===== src/rtl/pee_pkg.sv =====
`timescale 1ns / 1ps
// ----------------------------------------------------------------------------
// Postfix evaluator package
// Shared types, character codes and the controller/datapath interface.
// ----------------------------------------------------------------------------
package pee_pkg;

    // Operand width: 8-bit two's complement
    localparam int unsigned VALUE_W = 8;

    // ASCII codes recognised by the evaluator
    localparam logic [7:0] CHAR_ZERO  = 8'h30;
    localparam logic [7:0] CHAR_NINE  = 8'h39;
    localparam logic [7:0] CHAR_PLUS  = 8'h2B;
    localparam logic [7:0] CHAR_MINUS = 8'h2D;
    localparam logic [7:0] CHAR_STAR  = 8'h2A;
    localparam logic [7:0] CHAR_SLASH = 8'h2F;

    // Result status codes
    typedef enum logic [1:0] {
        ST_OK        = 2'd0,
        ST_UNDERFLOW = 2'd1,
        ST_DIVZERO   = 2'd2,
        ST_OVERFLOW  = 2'd3
    } status_t;

    // Controller states
    typedef enum logic [2:0] {
        S_IDLE,
        S_DECODE,
        S_LOAD,
        S_DIV,
        S_FINISH
    } state_t;

    // Commands from controller to datapath
    typedef struct packed {
        logic    latch;        // capture the input request
        logic    push;         // push the digit value
        logic    read_lhs;     // read the left operand from the stack
        logic    write_result; // replace the two operands with the result
        logic    div_start;    // launch the divider
        logic    set_err;      // record an error (first one sticks)
        status_t err_code;
        logic    emit;         // load the result register, clear the stack
    } ctrl_cmd_t;

    // Status from datapath to controller
    typedef struct packed {
        logic is_digit;
        logic is_op;
        logic is_div;
        logic last;
        logic full;       // stack holds STACK_DEPTH entries
        logic few;        // fewer than two entries
        logic rhs_zero;   // top of stack is zero
        logic div_done;
        logic out_busy;   // result register occupied and not taken
    } dp_stat_t;

endpackage


===== src/rtl/pee_div.sv =====
`timescale 1ns / 1ps
// ----------------------------------------------------------------------------
// Postfix evaluator divider
// Signed 8-bit restoring divider, one quotient bit per cycle, truncating
// toward zero. The quotient wraps, so -128 / -1 gives -128.
// ----------------------------------------------------------------------------
module pee_div
(
    input  logic                              clk,
    input  logic                              rst_n,
    input  logic                              start,
    input  logic signed [pee_pkg::VALUE_W-1:0] dividend,
    input  logic signed [pee_pkg::VALUE_W-1:0] divisor,
    output logic                              done,
    output logic        [pee_pkg::VALUE_W-1:0] quotient
);
    import pee_pkg::*;

    localparam int unsigned STEP_W = $clog2(VALUE_W);

    logic                busy_reg, busy_next;
    logic                done_reg, done_next;
    logic [STEP_W-1:0]   step_reg, step_next;
    logic [VALUE_W-1:0]  rem_reg, rem_next;
    logic [VALUE_W-1:0]  quo_reg, quo_next;
    logic [VALUE_W-1:0]  dsr_reg, dsr_next;
    logic                neg_reg, neg_next;
    logic [VALUE_W:0]    rem_shift;
    logic [VALUE_W:0]    rem_diff;

    // Shift in the next dividend bit and trial-subtract the divisor
    assign rem_shift = {rem_reg, quo_reg[VALUE_W-1]};
    assign rem_diff  = rem_shift - {1'b0, dsr_reg};

    always_comb
    begin
        busy_next = busy_reg;
        done_next = 1'b0;
        step_next = step_reg;
        rem_next  = rem_reg;
        quo_next  = quo_reg;
        dsr_next  = dsr_reg;
        neg_next  = neg_reg;
        if (start)
        begin
            busy_next = 1'b1;
            step_next = '0;
            rem_next  = '0;
            quo_next  = dividend[VALUE_W-1] ? VALUE_W'(-dividend) : dividend;
            dsr_next  = divisor[VALUE_W-1] ? VALUE_W'(-divisor) : divisor;
            neg_next  = dividend[VALUE_W-1] ^ divisor[VALUE_W-1];
        end
        else if (busy_reg)
        begin
            if (!rem_diff[VALUE_W])
            begin
                rem_next = rem_diff[VALUE_W-1:0];
                quo_next = {quo_reg[VALUE_W-2:0], 1'b1};
            end
            else
            begin
                rem_next = rem_shift[VALUE_W-1:0];
                quo_next = {quo_reg[VALUE_W-2:0], 1'b0};
            end
            step_next = step_reg + STEP_W'(1);
            if (step_reg == STEP_W'(VALUE_W - 1))
            begin
                busy_next = 1'b0;
                done_next = 1'b1;
            end
        end
    end

    // Hold control state
    always_ff @(posedge clk or negedge rst_n)
    begin
        if (!rst_n)
        begin
            busy_reg <= 1'b0;
            done_reg <= 1'b0;
            step_reg <= '0;
        end
        else
        begin
            busy_reg <= busy_next;
            done_reg <= done_next;
            step_reg <= step_next;
        end
    end

    // Advance the working registers
    always_ff @(posedge clk)
    begin
        rem_reg <= rem_next;
        quo_reg <= quo_next;
        dsr_reg <= dsr_next;
        neg_reg <= neg_next;
    end

    assign done     = done_reg;
    assign quotient = neg_reg ? VALUE_W'(-quo_reg) : quo_reg;

endmodule


===== src/rtl/pee_datapath.sv =====
`timescale 1ns / 1ps
// ----------------------------------------------------------------------------
// Postfix evaluator datapath
// Operand stack memory, top-of-stack copy, arithmetic unit, sticky error
// and the result register.
// ----------------------------------------------------------------------------
module pee_datapath
#(
    parameter int unsigned STACK_DEPTH = 16
)
(
    input  logic                               clk,
    input  logic                               rst_n,
    input  logic        [7:0]                  symbol,
    input  logic                               last,
    input  logic                               out_ready,
    input  pee_pkg::ctrl_cmd_t                 cmd,
    output pee_pkg::dp_stat_t                  stat,
    output logic signed [pee_pkg::VALUE_W-1:0] value,
    output logic        [1:0]                  status,
    output logic                               out_valid
);
    import pee_pkg::*;

    localparam int unsigned ADDR_W = $clog2(STACK_DEPTH);
    localparam int unsigned CNT_W  = $clog2(STACK_DEPTH + 1);

    logic [VALUE_W-1:0] stack_mem [STACK_DEPTH];

    logic [7:0]         sym_reg;
    logic               last_reg;
    logic [CNT_W-1:0]   count_reg, count_next;
    status_t            err_reg, err_next;
    logic [VALUE_W-1:0] top_reg;
    logic [VALUE_W-1:0] lhs_reg;
    logic [VALUE_W-1:0] value_reg;
    status_t            status_reg;
    logic               out_valid_reg, out_valid_next;

    logic               is_digit, is_div;
    logic [VALUE_W-1:0] digit_val;
    logic [ADDR_W-1:0]  below_addr;
    logic [ADDR_W-1:0]  wr_addr;
    logic [VALUE_W-1:0] wr_data;
    logic               wr_en;
    logic [VALUE_W-1:0] alu_res;
    logic [VALUE_W-1:0] product;
    logic [VALUE_W-1:0] quotient;
    logic               div_done;

    // Decode the held character
    assign is_digit  = (sym_reg >= CHAR_ZERO) && (sym_reg <= CHAR_NINE);
    assign is_div    = (sym_reg == CHAR_SLASH);
    assign digit_val = sym_reg - CHAR_ZERO;

    // Entry below the top: left operand and result slot
    assign below_addr = count_reg[ADDR_W-1:0] - ADDR_W'(2);

    // Result of + - * / (the low byte of the product wraps the same
    // way for signed and unsigned operands)
    assign product = lhs_reg * top_reg;
    always_comb
    begin
        priority if (sym_reg == CHAR_PLUS)
            alu_res = lhs_reg + top_reg;
        else if (sym_reg == CHAR_MINUS)
            alu_res = lhs_reg - top_reg;
        else if (is_div)
            alu_res = quotient;
        else
            alu_res = product;
    end

    pee_div u_div
    (
        .clk      (clk),
        .rst_n    (rst_n),
        .start    (cmd.div_start),
        .dividend (lhs_reg),
        .divisor  (top_reg),
        .done     (div_done),
        .quotient (quotient)
    );

    // Stack write port
    assign wr_en   = cmd.push || cmd.write_result;
    assign wr_addr = cmd.push ? count_reg[ADDR_W-1:0] : below_addr;
    assign wr_data = cmd.push ? digit_val : alu_res;

    always_ff @(posedge clk)
    begin
        if (wr_en)
            stack_mem[wr_addr] <= wr_data;
        if (cmd.read_lhs)
            lhs_reg <= stack_mem[below_addr];
    end

    // Count, sticky error and result valid
    always_comb
    begin
        count_next     = count_reg;
        err_next       = err_reg;
        out_valid_next = out_valid_reg && !out_ready;
        if (cmd.push)
            count_next = count_reg + CNT_W'(1);
        if (cmd.write_result)
            count_next = count_reg - CNT_W'(1);
        if (cmd.set_err && (err_reg == ST_OK))
            err_next = cmd.err_code;
        if (cmd.emit)
        begin
            count_next     = '0;
            err_next       = ST_OK;
            out_valid_next = 1'b1;
        end
    end

    always_ff @(posedge clk or negedge rst_n)
    begin
        if (!rst_n)
        begin
            count_reg     <= '0;
            err_reg       <= ST_OK;
            out_valid_reg <= 1'b0;
        end
        else
        begin
            count_reg     <= count_next;
            err_reg       <= err_next;
            out_valid_reg <= out_valid_next;
        end
    end

    // Hold the request, the top-of-stack copy and the result payload
    always_ff @(posedge clk)
    begin
        if (cmd.latch)
        begin
            sym_reg  <= symbol;
            last_reg <= last;
        end
        if (wr_en)
            top_reg <= wr_data;
        if (cmd.emit)
        begin
            if (count_reg == '0)
            begin
                value_reg  <= '0;
                status_reg <= (err_reg == ST_OK) ? ST_UNDERFLOW : err_reg;
            end
            else
            begin
                value_reg  <= top_reg;
                status_reg <= err_reg;
            end
        end
    end

    assign stat.is_digit = is_digit;
    assign stat.is_op    = (sym_reg == CHAR_PLUS) || (sym_reg == CHAR_MINUS) ||
                           (sym_reg == CHAR_STAR) || is_div;
    assign stat.is_div   = is_div;
    assign stat.last     = last_reg;
    assign stat.full     = (count_reg == CNT_W'(STACK_DEPTH));
    assign stat.few      = (count_reg < CNT_W'(2));
    assign stat.rhs_zero = (top_reg == '0);
    assign stat.div_done = div_done;
    assign stat.out_busy = out_valid_reg && !out_ready;

    assign value     = value_reg;
    assign status    = status_reg;
    assign out_valid = out_valid_reg;

endmodule


===== src/rtl/pee_ctrl.sv =====
`timescale 1ns / 1ps
// ----------------------------------------------------------------------------
// Postfix evaluator controller
// Sequences each character through decode, operand load, arithmetic and
// the end-of-expression result.
// ----------------------------------------------------------------------------
module pee_ctrl
(
    input  logic               clk,
    input  logic               rst_n,
    input  logic               in_valid,
    output logic               in_ready,
    input  pee_pkg::dp_stat_t  stat,
    output pee_pkg::ctrl_cmd_t cmd
);
    import pee_pkg::*;

    state_t state_reg, state_next;

    // Hold the state
    always_ff @(posedge clk or negedge rst_n)
    begin
        if (!rst_n)
            state_reg <= S_IDLE;
        else
            state_reg <= state_next;
    end

    // Next state and commands
    always_comb
    begin
        state_next = state_reg;
        cmd        = '0;
        cmd.err_code = ST_OK;
        in_ready   = 1'b0;
        unique case (state_reg)
            S_IDLE:
            begin
                in_ready = 1'b1;
                if (in_valid)
                begin
                    cmd.latch  = 1'b1;
                    state_next = S_DECODE;
                end
            end
            S_DECODE:
            begin
                state_next = S_FINISH;
                if (stat.is_digit)
                begin
                    if (stat.full)
                    begin
                        cmd.set_err  = 1'b1;
                        cmd.err_code = ST_OVERFLOW;
                    end
                    else
                        cmd.push = 1'b1;
                end
                else if (stat.is_op)
                begin
                    if (stat.few)
                    begin
                        cmd.set_err  = 1'b1;
                        cmd.err_code = ST_UNDERFLOW;
                    end
                    else if (stat.is_div && stat.rhs_zero)
                    begin
                        cmd.set_err  = 1'b1;
                        cmd.err_code = ST_DIVZERO;
                    end
                    else
                    begin
                        cmd.read_lhs = 1'b1;
                        state_next   = S_LOAD;
                    end
                end
            end
            S_LOAD:
            begin
                if (stat.is_div)
                begin
                    cmd.div_start = 1'b1;
                    state_next    = S_DIV;
                end
                else
                begin
                    cmd.write_result = 1'b1;
                    state_next       = S_FINISH;
                end
            end
            S_DIV:
            begin
                if (stat.div_done)
                begin
                    cmd.write_result = 1'b1;
                    state_next       = S_FINISH;
                end
            end
            S_FINISH:
            begin
                if (!stat.last)
                    state_next = S_IDLE;
                else if (!stat.out_busy)
                begin
                    cmd.emit   = 1'b1;
                    state_next = S_IDLE;
                end
            end
            default:
                state_next = S_IDLE;
        endcase
    end

endmodule


===== src/rtl/postfix_expression_evaluator_top.sv =====
`timescale 1ns / 1ps
// ----------------------------------------------------------------------------
// Postfix expression evaluator, top level
// Evaluates a reverse Polish expression fed one ASCII character per request.
// ----------------------------------------------------------------------------
// Digits are pushed, + - * / combine the two top entries (division truncates
// toward zero, all values are 8-bit two's complement and wrap), other
// characters are ignored. The request marked last yields one result: the top
// of stack and the first error of the expression (underflow, divide by zero,
// overflow); the stack and error are then cleared. One request is handled at
// a time: a digit or ignored character passes through decode and finish, + -
// and * also pass through operand load (one stack read of the left operand,
// the right one is kept in a register), and / also waits on the one-bit-per-
// cycle divider. A last request waits in its finish state only while the
// result register still holds a result that has not been taken.
// ----------------------------------------------------------------------------
module postfix_expression_evaluator_top
#(
    parameter int unsigned STACK_DEPTH = 16
)
(
    input  logic                               clk,
    input  logic                               rst_n,
    input  logic                               in_valid,
    output logic                               in_ready,
    input  logic        [7:0]                  symbol,
    input  logic                               last,
    output logic                               out_valid,
    input  logic                               out_ready,
    output logic signed [pee_pkg::VALUE_W-1:0] value,
    output logic        [1:0]                  status
);
    import pee_pkg::*;

    ctrl_cmd_t cmd;
    dp_stat_t  stat;

    pee_ctrl u_ctrl
    (
        .clk      (clk),
        .rst_n    (rst_n),
        .in_valid (in_valid),
        .in_ready (in_ready),
        .stat     (stat),
        .cmd      (cmd)
    );

    pee_datapath
    #(
        .STACK_DEPTH (STACK_DEPTH)
    )
    u_datapath
    (
        .clk       (clk),
        .rst_n     (rst_n),
        .symbol    (symbol),
        .last      (last),
        .out_ready (out_ready),
        .cmd       (cmd),
        .stat      (stat),
        .value     (value),
        .status    (status),
        .out_valid (out_valid)
    );

endmodule

===== config.mk =====
export PLATFORM = sky130hd
export DESIGN_NAME = postfix_expression_evaluator_top
export DESIGN_NICKNAME = d
export VERILOG_FILES = /design/src/rtl/pee_pkg.sv /design/src/rtl/pee_div.sv /design/src/rtl/pee_datapath.sv /design/src/rtl/pee_ctrl.sv /design/src/rtl/postfix_expression_evaluator_top.sv
export SDC_FILE = /design/constraint.sdc
export NUM_CORES = 1
export LEC_CHECK = 0
export BUFFER_PORTS_ARGS = -buffer_cell sky130_fd_sc_hd__buf_2
export CORE_UTILIZATION = 65
export CTS_CLUSTER_SIZE = 16
export DETAILED_ROUTE_END_ITERATION = 10
export MAX_ROUTING_LAYER = met4
export PLACE_DENSITY = 0.82
export SYNTH_ARGS = -nofsm -noshare
export SYNTH_HDL_FRONTEND = slang
export SYNTH_SLANG_ARGS = --single-unit
export TNS_END_PERCENT = 20

===== constraint.sdc =====
create_clock -name clk -period 8.9 [get_ports clk]
set_input_delay 0.445 -clock clk [delete_from_list [all_inputs] [get_ports clk]]
set_output_delay 0.445 -clock clk [all_outputs]
set_load 0.01 [all_outputs]

==> impl_metrics.csv, run 1 <==
group,metric,value,unit
worst_setup_path,cp-endpoint,"u_datapath.stack_mem[0][7]",
drt,highest-signal-layer,"met4",
yosys,synthCells,820,
sta,rsz0062_at_grt,"no",
clock_tree,clk_pin_slew_worst_paths,0.06,ns
power,seq_power_share,0.426,
clock_tree,cts_made_buffers,21,
layout,nFillCells,1028,
placed_design,gp_congestion,0.899,
worst_setup_path,worstReg2RegStart,"u_datapath.lhs_reg[2]",
clock_tree,cts_setup_buffers,0,
power,powerDensity,227,nW/um^2
sta,setup_viol,0,
worst_setup_path,crit_path_start_kind,"flop",
clock_tree,cts-root-buf,"clkbuf_16",
sta,setup_tns,0,ns
min_path,hp-class,"in2reg",
sta,clock_skew,0.0185,ns
drt,drt-initial-drc-count,695,
die,initial_core_util,0.669,
layout,area_delta_synth_final,9.75,%
global_routing,grt_max_degree,48,
power,p_leak,0.00441,uW
die,die_h,130,um
sta,maxSlewViolCount,0,
worst_setup_path,cp_data_arrival_time,5.73,ns
layout,final_nets,927,
drt,drc,0,
power,p_comb_frac,0.245,
worst_setup_path,worstSetupPathType,"reg2reg",
power,p_switching,755,uW
sta,maxSlewHeadroom,0.0764,
drt,detail-route-antenna-nets,0,
global_routing,grtUsageTotal,0.337,
clock_tree,cts_sinks,204,
sta,finalHoldViolations,0,
worst_setup_path,crit_start,"u_datapath.lhs_reg[2]",
yosys,synth_area_per_cell,13.1,um^2
clock_tree,worstSkewPairLatency,0.50,ns
worst_setup_path,reg2reg_depth,16,
global_routing,grt-ovfl-total,0,
clock_tree,cts_max_level,1,
worst_setup_path,cp_data_required_time,9.01,ns
yosys,synth_cell_type_count,66,
clock_tree,ctsHoldBuffers,1,
yosys,netlist_area,10700,um^2
power,vdd_ir_drop_max,0.207,mV
sta,hold_slack,0.123,ns
die,core_area,16000,um^2
sta,clock.fmax,178,MHz
power,clockPowerShare,0.328,
yosys,synth-edff-count,180,
yosys,yosysSeqAreaShare,0.557,
worst_setup_path,rrSetupSlack,3.28,ns
sta,period_share,0.632,
power,intPower,1920,uW
drt,wl_met1,9750,um
drt,vias_per_cell,6.46,
yosys,ys.flop_type,"edfxtp_1",
drt,route.met3.wl,2000,um
drt,dr_wl_met2,13400,um
drt,vias,6972,
worst_setup_path,rr_endpoint,"u_datapath.stack_mem[0][7]",
layout,max_flop_register,"u_datapath.stack_mem",
global_routing,grt_pass1_vias,6916,
layout,layout_common_cells,"180 x edfxtp_1, 63 x inv_1, 62 x nand2_1",
global_routing,grt_pass1_wl,39800,um
sta,worstMarginPinSlew,1.37,ns
clock_tree,cts_tree,"yes",
die,die_area,17000,um^2
drt,wl_per_cell,24.4,um
placed_design,dpl.hpwl,17600,um
worst_setup_path,crit_path_max_fanout,17,
placed_design,io_buffers,24,
yosys,synthArstFlopShare,0.0784,
sta,fin_crit,5.62,ns
worst_setup_path,setup.worst_path.end_class,"flop",
die,pin_count,25,
job,drv_cap,0,
clock_tree,ctsResizeCount,0,
drt,routed_wl,26400,um
layout,final_common_cell,"edfxtp_1",
run_status,status,"finished, final reports clean",
power,switching_share,0.282,
die,die_w,130,um
die,fp-row-count,46,
yosys,yosysWarnings,0,
yosys,synth_nets,898,
layout,largest_register_ff_count,128,
global_routing,grt_antenna_before_repair,1,
drt,drt_first_pass_iters,7,
yosys,ys_ff_latch,204,
layout,drive_gt1_frac,0.144,
clock_tree,cts_buffer_depth,3,
worst max-delay path, stage by stage, from the launching register on:
cell and delay, ns:
edfxtp_1 0.62, ha_1 0.30, inv_1 0.09, fa_1 0.42
inv_1 0.10, fa_1 0.41, ha_1 0.30, inv_1 0.05
fa_1 0.52, inv_1 0.04, ha_1 0.32, a21o_1 0.20
a21oi_1 0.19, xnor3_1 0.40, a21oi_1 0.17, a22oi_1 0.08
a21oi_1 1.02
power groups by stage:
stage,clock (uW),combinational (uW),sequential (uW)
6_report,878,655,1140
5_1_grt,918,694,1140
4_1_cts,884,652,1140
3_5_place_dp,0,626,1160
3_3_place_gp,0,606,1160
2_1_floorplan,0,482,1140
cells in the mapped netlist, types with 6 or more instances:
cell,number,share of area
fa_1,16,0.030
buf_2,8,0.0037
xor2_1,15,0.012
inv_1,63,0.022
ha_1,49,0.057
mux2i_1,15,0.014
nand3_1,12,0.0056
edfxtp_1,180,0.50
mux4_2,40,0.084
nor3_1,22,0.010
and2_1,12,0.0070
nor2_1,60,0.021
nand2b_1,14,0.0082
dfrtp_1,16,0.037
o21ai_0,7,0.0033
xnor2_1,27,0.022
nor2b_1,6,0.0035
a21oi_1,44,0.021
o21ai_1,23,0.011
a211oi_1,9,0.0063
o31ai_1,9,0.0063
dfxtp_1,8,0.015
nand2_1,62,0.022
clkbuf_1,21,0.0074
how the worst min path moves through the flow:
stage               from                    end  slack [ns]  cells past startpoint
2_1_floorplan      rst_n    u_ctrl.state_reg[0]        0.15                      0
3_3_place_gp       rst_n   u_datapath.out_valid        0.37                      1
3_5_place_dp       rst_n   u_datapath.out_valid        0.38                      1
4_1_cts        symbol[3]  u_datapath.sym_reg[3]        0.12                      1
5_1_grt        symbol[3]  u_datapath.sym_reg[3]        0.11                      1
6_report            last    u_datapath.last_reg        0.12                      1
area by class of cell:
class	count	area, um^2	share of cell area
flip-flops and latches	204	5970	0.508
multi-input cells	515	4350	0.370
clock buffers	26	544	0.0463
well taps	216	270	0.0230
inverters	68	255	0.0217
repair buffers	39	239	0.0203
clock inverters	11	126	0.0108
diodes	1	2.50	0.000213
through the flow:
stage	instances	util	setup WS (ns)	power (uW)	area [um^2]
global placement	1040	0.691	3.73	1760	11100
floorplan	820	-	4.14	1630	10700
CTS	1078	0.734	3.37	2670	11700
global route	1080	0.734	3.10	2750	11800
finish	1080	0.734	3.28	2670	11800
detailed placement	1040	0.691	3.44	1790	11100
metal layers:
layer / up-vias / GRT usage
li1: 3079 / -
met3: 78 / 0.0545
met1: 3470 / 0.404
met4: 0 / 0.155
met2: 345 / 0.562
met5: - / -
logic make-up after synthesis:
family | synth area share
and+or+nand+nor | 0.0966
DFF | 0.557
AOI/OAI and AO/OA | 0.0757
buffers and inverters | 0.0374
adders and majority gates | 0.0872
muxes | 0.0992
xor gates and xnor gates | 0.0467
(Power assumes the default switching activity.)
==> inputs of run 2 (changes only) <==
--- a/config.mk
+++ b/config.mk
@@ -6,11 +6,11 @@
 export NUM_CORES = 1
 export LEC_CHECK = 0
 export BUFFER_PORTS_ARGS = -buffer_cell sky130_fd_sc_hd__buf_2
-export CORE_UTILIZATION = 65
+export CORE_UTILIZATION = 63
 export CTS_CLUSTER_SIZE = 16
 export DETAILED_ROUTE_END_ITERATION = 10
 export MAX_ROUTING_LAYER = met4
-export PLACE_DENSITY = 0.82
+export PLACE_DENSITY = 0.8
 export SYNTH_ARGS = -nofsm -noshare
 export SYNTH_HDL_FRONTEND = slang
 export SYNTH_SLANG_ARGS = --single-unit
==> constraint.sdc (replaced) <==
create_clock -name clk -period 5.3 [get_ports clk]
set_input_delay 0.265 -clock clk [delete_from_list [all_inputs] [get_ports clk]]
set_output_delay 0.265 -clock clk [all_outputs]
set_load 0.01 [all_outputs]
==> run 2 against run 1 <==
Effect of this change: clock skew up 0.0089 ns; core utilization down 2.0 points; worst setup slack worse by 2.9 ns; first-iteration DRC count down 1.7%; maximum frequency up 15%; combinational power up 63%; clock power up 66%; global-route usage down 3.9 points; sequential share of layout area down 0.44 points; non-clock buffer count up 7; die area up 3.1%; critical path type unchanged; largest cell class unchanged; largest power group unchanged.
==> impl_metrics.csv, run 2 (synthesis gave the netlist of run 1 again) <==
group,metric,value,unit
die,fp-row-count,47,
worst_setup_path,worstReg2RegStart,"u_datapath.lhs_reg[3]",
global_routing,grt_pass1_vias,6762,
die,pin_count,25,
global_routing,grtUsageTotal,0.298,
power,p_comb_frac,0.240,
layout,drive_gt1_frac,0.147,
clock_tree,cts_made_buffers,22,
power,p_leak,0.00444,uW
power,powerDensity,376,nW/um^2
global_routing,grt_antenna_before_repair,1,
sta,rsz0062_at_grt,"no",
clock_tree,worstSkewPairLatency,0.52,ns
layout,final_nets,935,
drt,vias,6764,
power,switching_share,0.285,
sta,worstMarginPinSlew,1.40,ns
sta,clock.fmax,205,MHz
drt,drt-initial-drc-count,683,
worst_setup_path,rr_endpoint,"u_datapath.stack_mem[6][6]",
drt,wl_per_cell,22.1,um
drt,drc,0,
drt,vias_per_cell,6.18,
sta,fin_crit,4.89,ns
power,p_switching,1270,uW
clock_tree,ctsResizeCount,0,
layout,multi_input_comb_area,4350,um^2
clock_tree,cts_tree,"yes",
worst_setup_path,worstSetupPathType,"reg2reg",
worst_setup_path,rrSetupSlack,0.41,ns
power,power,4460,uW
layout,area_delta_synth_final,10.7,%
power,clockPowerShare,0.328,
layout,max_flop_register,"u_datapath.stack_mem",
clock_tree,cts_setup_buffers,0,
sta,finalHoldViolations,0,
die,die_w,132,um
clock_tree,cts-root-buf,"clkbuf_16",
placed_design,dpl.hpwl,16900,um
die,core_area,16600,um^2
min_path,hp-class,"in2reg",
global_routing,grt-ovfl-total,0,
layout,nFillCells,1101,
sta,maxSlewViolCount,0,
global_routing,grt_pass1_wl,38100,um
worst_setup_path,setup.worst_path.end_class,"flop",
power,seq_power_share,0.432,
power,intPower,3180,uW
die,die_h,132,um
layout,largest_register_ff_count,128,
die,initial_core_util,0.646,
drt,drt_first_pass_iters,5,
power,vdd_ir_drop_max,0.373,mV
die,die_area,17500,um^2
clock_tree,cts_sinks,204,
global_routing,grt_max_degree,47,
run_status,status,"finished, final reports clean",
worst_setup_path,cp_data_arrival_time,5.04,ns
sta,period_share,0.922,
layout,final_common_cell,"edfxtp_1",
sta,clock_skew,0.0275,ns
placed_design,io_buffers,24,
job,drv_cap,0,
clock_tree,cts_buffer_depth,3,
sta,maxSlewHeadroom,0.0608,
drt,detail-route-antenna-nets,0,
min_path,hold_depth,3,
drt,routed_wl,24200,um
placed_design,gp_congestion,0.921,
worst_setup_path,cp-endpoint,"u_datapath.stack_mem[6][6]",
layout,layout_common_cells,"180 x edfxtp_1, 63 x inv_1, 62 x nand2_1",
worst_setup_path,crit_path_max_fanout,17,
worst_setup_path,crit_start,"u_datapath.lhs_reg[3]",
worst_setup_path,reg2reg_depth,14,
clock_tree,clk_pin_slew_worst_paths,0.07,ns
clock_tree,cts_max_level,1,
layout,regArea,5970,um^2
sta,setup_tns,0,ns
worst_setup_path,cp_data_required_time,5.45,ns
worst_setup_path,crit_path_start_kind,"flop",
sta,setup_viol,0,
[run 2: changes by cell type in the layout (fill, tap and decap cells not counted), sizes merged]
cell | before | now
dlygate4sd3 | 1 | 10
buf | 38 | 35
clkinv | 7 | 10
bufinv | 3 | 1
clkinvlp | 0 | 2
clkbuf | 26 | 27
[run 2: power groups by stage]
| stage | clock (uW) | sequential [uW] | combinational (uW) |
|---|---|---|---|
| 2_1_floorplan | 0 | 1920 | 810 |
| 3_3_place_gp | 0 | 1950 | 1020 |
| 3_5_place_dp | 0 | 1960 | 1050 |
| 4_1_cts | 1480 | 1920 | 1060 |
| 5_1_grt | 1540 | 1930 | 1150 |
| 6_report | 1460 | 1930 | 1070 |
[run 2: worst min-delay path by stage]
stage                         start                           end  slack, ns
after floorplan               rst_n           u_ctrl.state_reg[0]      -0.03
after global placement        rst_n  u_datapath.u_div.step_reg[1]       0.21
after detailed placement      rst_n  u_datapath.u_div.step_reg[1]       0.22
after CTS                 out_ready          u_datapath.out_valid       0.04
after global routing      out_ready          u_datapath.out_valid       0.08
final                     out_ready          u_datapath.out_valid       0.06
[run 2: through the flow]
step / utilization / worst slack [ns] / area (um^2) / hold WS, ns / cells
floorplan: - / 0.538 / 10700 / -0.0306 / 820
global placement: 0.666 / 0.557 / 11000 / 0.211 / 1042
detailed placement: 0.666 / 0.411 / 11000 / 0.217 / 1042
CTS: 0.714 / 0.401 / 11800 / 0.0448 / 1092
global route: 0.715 / 0.143 / 11900 / 0.0777 / 1094
finish: 0.715 / 0.413 / 11900 / 0.0614 / 1094
[run 2: cell type report]
class | count | share of cell area
timing repair buffer | 46 | 0.0262
antenna | 1 | 0.000211
clock buffer | 26 | 0.0485
multi-input combinational | 515 | 0.367
tap | 220 | 0.0232
clock inverter | 14 | 0.0103
inverter | 68 | 0.0215
sequential | 204 | 0.503
[run 2: worst max-delay path, stage by stage (launching register included)]
cell and delay, ns:
edfxtp_1 0.54, ha_1 0.25, inv_1 0.09, fa_1 0.54, inv_1 0.04, ha_1 0.30
fa_1 0.53, inv_1 0.05, fa_1 0.53, inv_1 0.05, ha_1 0.31, xor2_1 0.19
nor2_1 0.13, a211oi_1 0.08, a211oi_2 0.90
[run 2: what timing repair did]
action                                  4_1_cts  5_1_grt
endpoints found under the setup margin        0        0
endpoints found under the hold margin        25        0
hold buffers                                 10        0
[run 2: per-layer routing]
metal | track usage | vias to the layer above | wire, um
met5 | - | - | 0
met4 | 0.117 | 0 | 892
met3 | 0.0396 | 57 | 1330
met2 | 0.483 | 242 | 12100
met1 | 0.384 | 3380 | 9850
li1 | - | 3085 | -
==> inputs of run 3 (changes only) <==
--- a/config.mk
+++ b/config.mk
@@ -6,6 +6,7 @@
 export NUM_CORES = 1
 export LEC_CHECK = 0
 export BUFFER_PORTS_ARGS = -buffer_cell sky130_fd_sc_hd__buf_2
+export CORE_ASPECT_RATIO = 0.6
 export CORE_UTILIZATION = 63
 export CTS_CLUSTER_SIZE = 16
 export DETAILED_ROUTE_END_ITERATION = 10
==> run 3 against run 2 <==
Effect of this change: via count grew 4.8%; core utilization grew 1.1 points; sequential power is essentially flat; register-to-register slack lost 0.22 ns; first-iteration DRC count grew 20%; wire length grew 11%; clock skew shrank 0.014 ns; worst hold slack gained 0.073 ns; combinational power grew 5%; total power grew 2.3%; critical path depth is the same; clock-buffer cell count shrank 2; critical path type unchanged; largest power group unchanged.
==> impl_metrics.csv, run 3 (synthesis gave the netlist of run 1 again) <==
group,metric,value,unit
sta,clock.fmax,196,MHz
global_routing,grt_pass1_wl,40800,um
worst_setup_path,path_delay_family,"adder cells",
worst_setup_path,crit_path_max_fanout,17,
worst_setup_path,rrSetupSlack,0.19,ns
clock_tree,cts-root-buf,"clkbuf_16",
drt,drt_first_pass_iters,7,
worst_setup_path,crit_path_frequent_cell,"fa_1",
worst_setup_path,cp_data_arrival_time,5.31,ns
drt,routed_wl,26900,um
sta,hold_slack,0.134,ns
worst_setup_path,worstSetupPathType,"reg2reg",
power,switching_share,0.283,
drt,drc,0,
sta,setup_tns,0,ns
worst_setup_path,cp.depth,14,
worst_setup_path,crit_start,"u_datapath.top_reg[4]",
clock_tree,cts_setup_buffers,0,
die,fp-row-count,36,
layout,layout_common_cells,"180 x edfxtp_1, 63 x inv_1, 62 x nand2_1",
clock_tree,cts_sinks,204,
placed_design,pre_cts_slack,-0.0926,ns
die,initial_core_util,0.651,
drt,drt-initial-drc-count,818,
placed_design,placedCellCount,1062,
power,p_switching,1290,uW
sta,finalHoldViolations,0,
die,die_area,17500,um^2
power,vdd_ir_drop_max,0.321,mV
power,p_comb_frac,0.245,
clock_tree,clk_pin_slew_worst_paths,0.06,ns
sta,finalWorstSetupSlack,0.192,ns
power,p_leak,0.00450,uW
worst_setup_path,worstReg2RegStart,"u_datapath.top_reg[4]",
layout,drive_gt1_frac,0.155,
clock_tree,cts_made_buffers,20,
min_path,hp-class,"in2reg",
worst_setup_path,setup.worst_path.end_class,"flop",
layout,final_common_cell,"edfxtp_1",
global_routing,grt_max_degree,47,
layout,diodes,0,
layout,stdcell_count,1107,
placed_design,gp_congestion,0.996,
sta,rsz0062_at_grt,"no",
layout,area_delta_synth_final,11.5,%
power,power,4560,uW
drt,vias,7089,
drt,vias_per_cell,6.40,
sta,period_share,0.964,
clock_tree,worstSkewPairLatency,0.50,ns
worst_setup_path,slowest_delay,0.61,ns
worst_setup_path,rr_endpoint,"u_datapath.stack_mem[15][7]",
placed_design,io_buffers,24,
layout,largest_register_ff_count,128,
layout,max_flop_register,"u_datapath.stack_mem",
worst_setup_path,cp-endpoint,"u_datapath.stack_mem[15][7]",
clock_tree,cts_buffer_depth,3,
sta,setup_viol,0,
worst_setup_path,cp_data_required_time,5.50,ns
global_routing,grtUsageTotal,0.336,
sta,maxSlewHeadroom,0.200,
worst_setup_path,reg2reg_depth,14,
die,pin_count,25,
power,intPower,3270,uW
sta,maxSlewViolCount,0,
drt,detail-route-antenna-nets,0,
clock_tree,cts_max_level,1,
power,clockPowerShare,0.336,
worst_setup_path,crit_path_start_kind,"flop",
job,drv_cap,0,
power,powerDensity,382,nW/um^2
sta,clock_skew,0.0130,ns
power,seq_power_share,0.419,
clock_tree,cts_tree,"yes",
run_status,status,"finished, final reports clean",
worst_setup_path,cpMaxStageDelayCell,"a21oi_2",
global_routing,grt_pass1_vias,6789,
sta,worstMarginPinSlew,1.20,ns
layout,final_nets,944,
die,die_w,170,um
worst_setup_path,crit_chain,"nand2_1, fa_1, fa_1, inv_1, fa_1, inv_1, fa_1, xor2_1, xnor3_1, xnor3_1, xnor3_1, a21oi_1, a22oi_1, a21oi_2",
placed_design,dpl.hpwl,18800,um
die,core_area,16400,um^2
worst_setup_path,path_buf_inv,2,
global_routing,grt_antenna_before_repair,0,
die,die_h,103,um
sta,fin_crit,5.11,ns
drt,wl_per_cell,24.3,um
global_routing,grt-ovfl-total,0,
==> run 3: cell types whose count changed in the layout (fill, tap and decap cells not counted), moves of 2 or more <==
cell and delta:
buf_4 +12, bufinv_16 +3, clkinv_1 -2, clkinv_2 -2
==> run 3: cell type report <==
type	count	area, um^2
clock inverters	11	158
well taps	228	285
fillers	1047	4500
multi-input cells	515	4350
flip-flops and latches	204	5970
repair buffers	57	393
inverters	68	255
clock buffers	24	537
==> run 3: worst min path at each step <==
| stage | slack, ns | endpoint | startpoint | cells after the start |
|---|---|---|---|---|
| after floorplan | -0.03 | u_ctrl.state_reg[0] | rst_n | 0 |
| after global placement | 0.20 | u_ctrl.state_reg[2] | rst_n | 1 |
| after detailed placement | 0.20 | u_datapath.u_div.step_reg[1] | rst_n | 1 |
| after CTS | 0.12 | u_datapath.out_valid | out_ready | 3 |
| after global routing | 0.16 | u_datapath.out_valid | out_ready | 3 |
| final | 0.13 | u_datapath.out_valid | out_ready | 3 |
==> run 3: metal layers <==
| metal | share of wire | GRT usage | routed length, um | vias to the layer above |
|---|---|---|---|---|
| li1 | - | - | - | 3097 |
| met1 | 0.42 | 0.484 | 11400 | 3485 |
| met2 | 0.42 | 0.467 | 11300 | 466 |
| met3 | 0.14 | 0.117 | 3820 | 41 |
| met4 | 0.014 | 0.0547 | 380 | 0 |
| met5 | 0 | - | 0 | - |
==> run 3: timing repair <==
| action | in CTS | in global routing |
|---|---|---|
| endpoints found under the setup margin | 17 | 0 |
| hold endpoints to repair | 25 | 0 |
| resized for setup | 1 | 0 |
| hold buffers | 10 | 0 |
==> run 3: worst reg2reg max path, stage by stage (launching register included) <==
cell      delay [ns]
edfxtp_1        0.59
nand2_1         0.14
fa_1            0.46
fa_1            0.55
inv_1           0.05
fa_1            0.48
inv_1           0.06
fa_1            0.43
xor2_1          0.18
xnor3_1         0.32
xnor3_1         0.38
xnor3_1         0.27
a21oi_1         0.17
a22oi_1         0.11
a21oi_2         0.61
==> run 3: power by group through the flow <==
stage               registers (uW)  clock network, uW  logic (uW)
CTS                           1910               1540        1110
floorplan                     1920                  0         810
detailed placement            1940                  0        1100
global route                  1910               1590        1190
finish                        1910               1530        1120
global placement              1930                  0        1070
==> run 3: stage by stage <==
stage / utilization / cell area (um^2)
floorplan: - / 10700
global placement: 0.678 / 11100
detailed placement: 0.678 / 11100
CTS: 0.726 / 11900
global route: 0.726 / 11900
finish: 0.726 / 11900
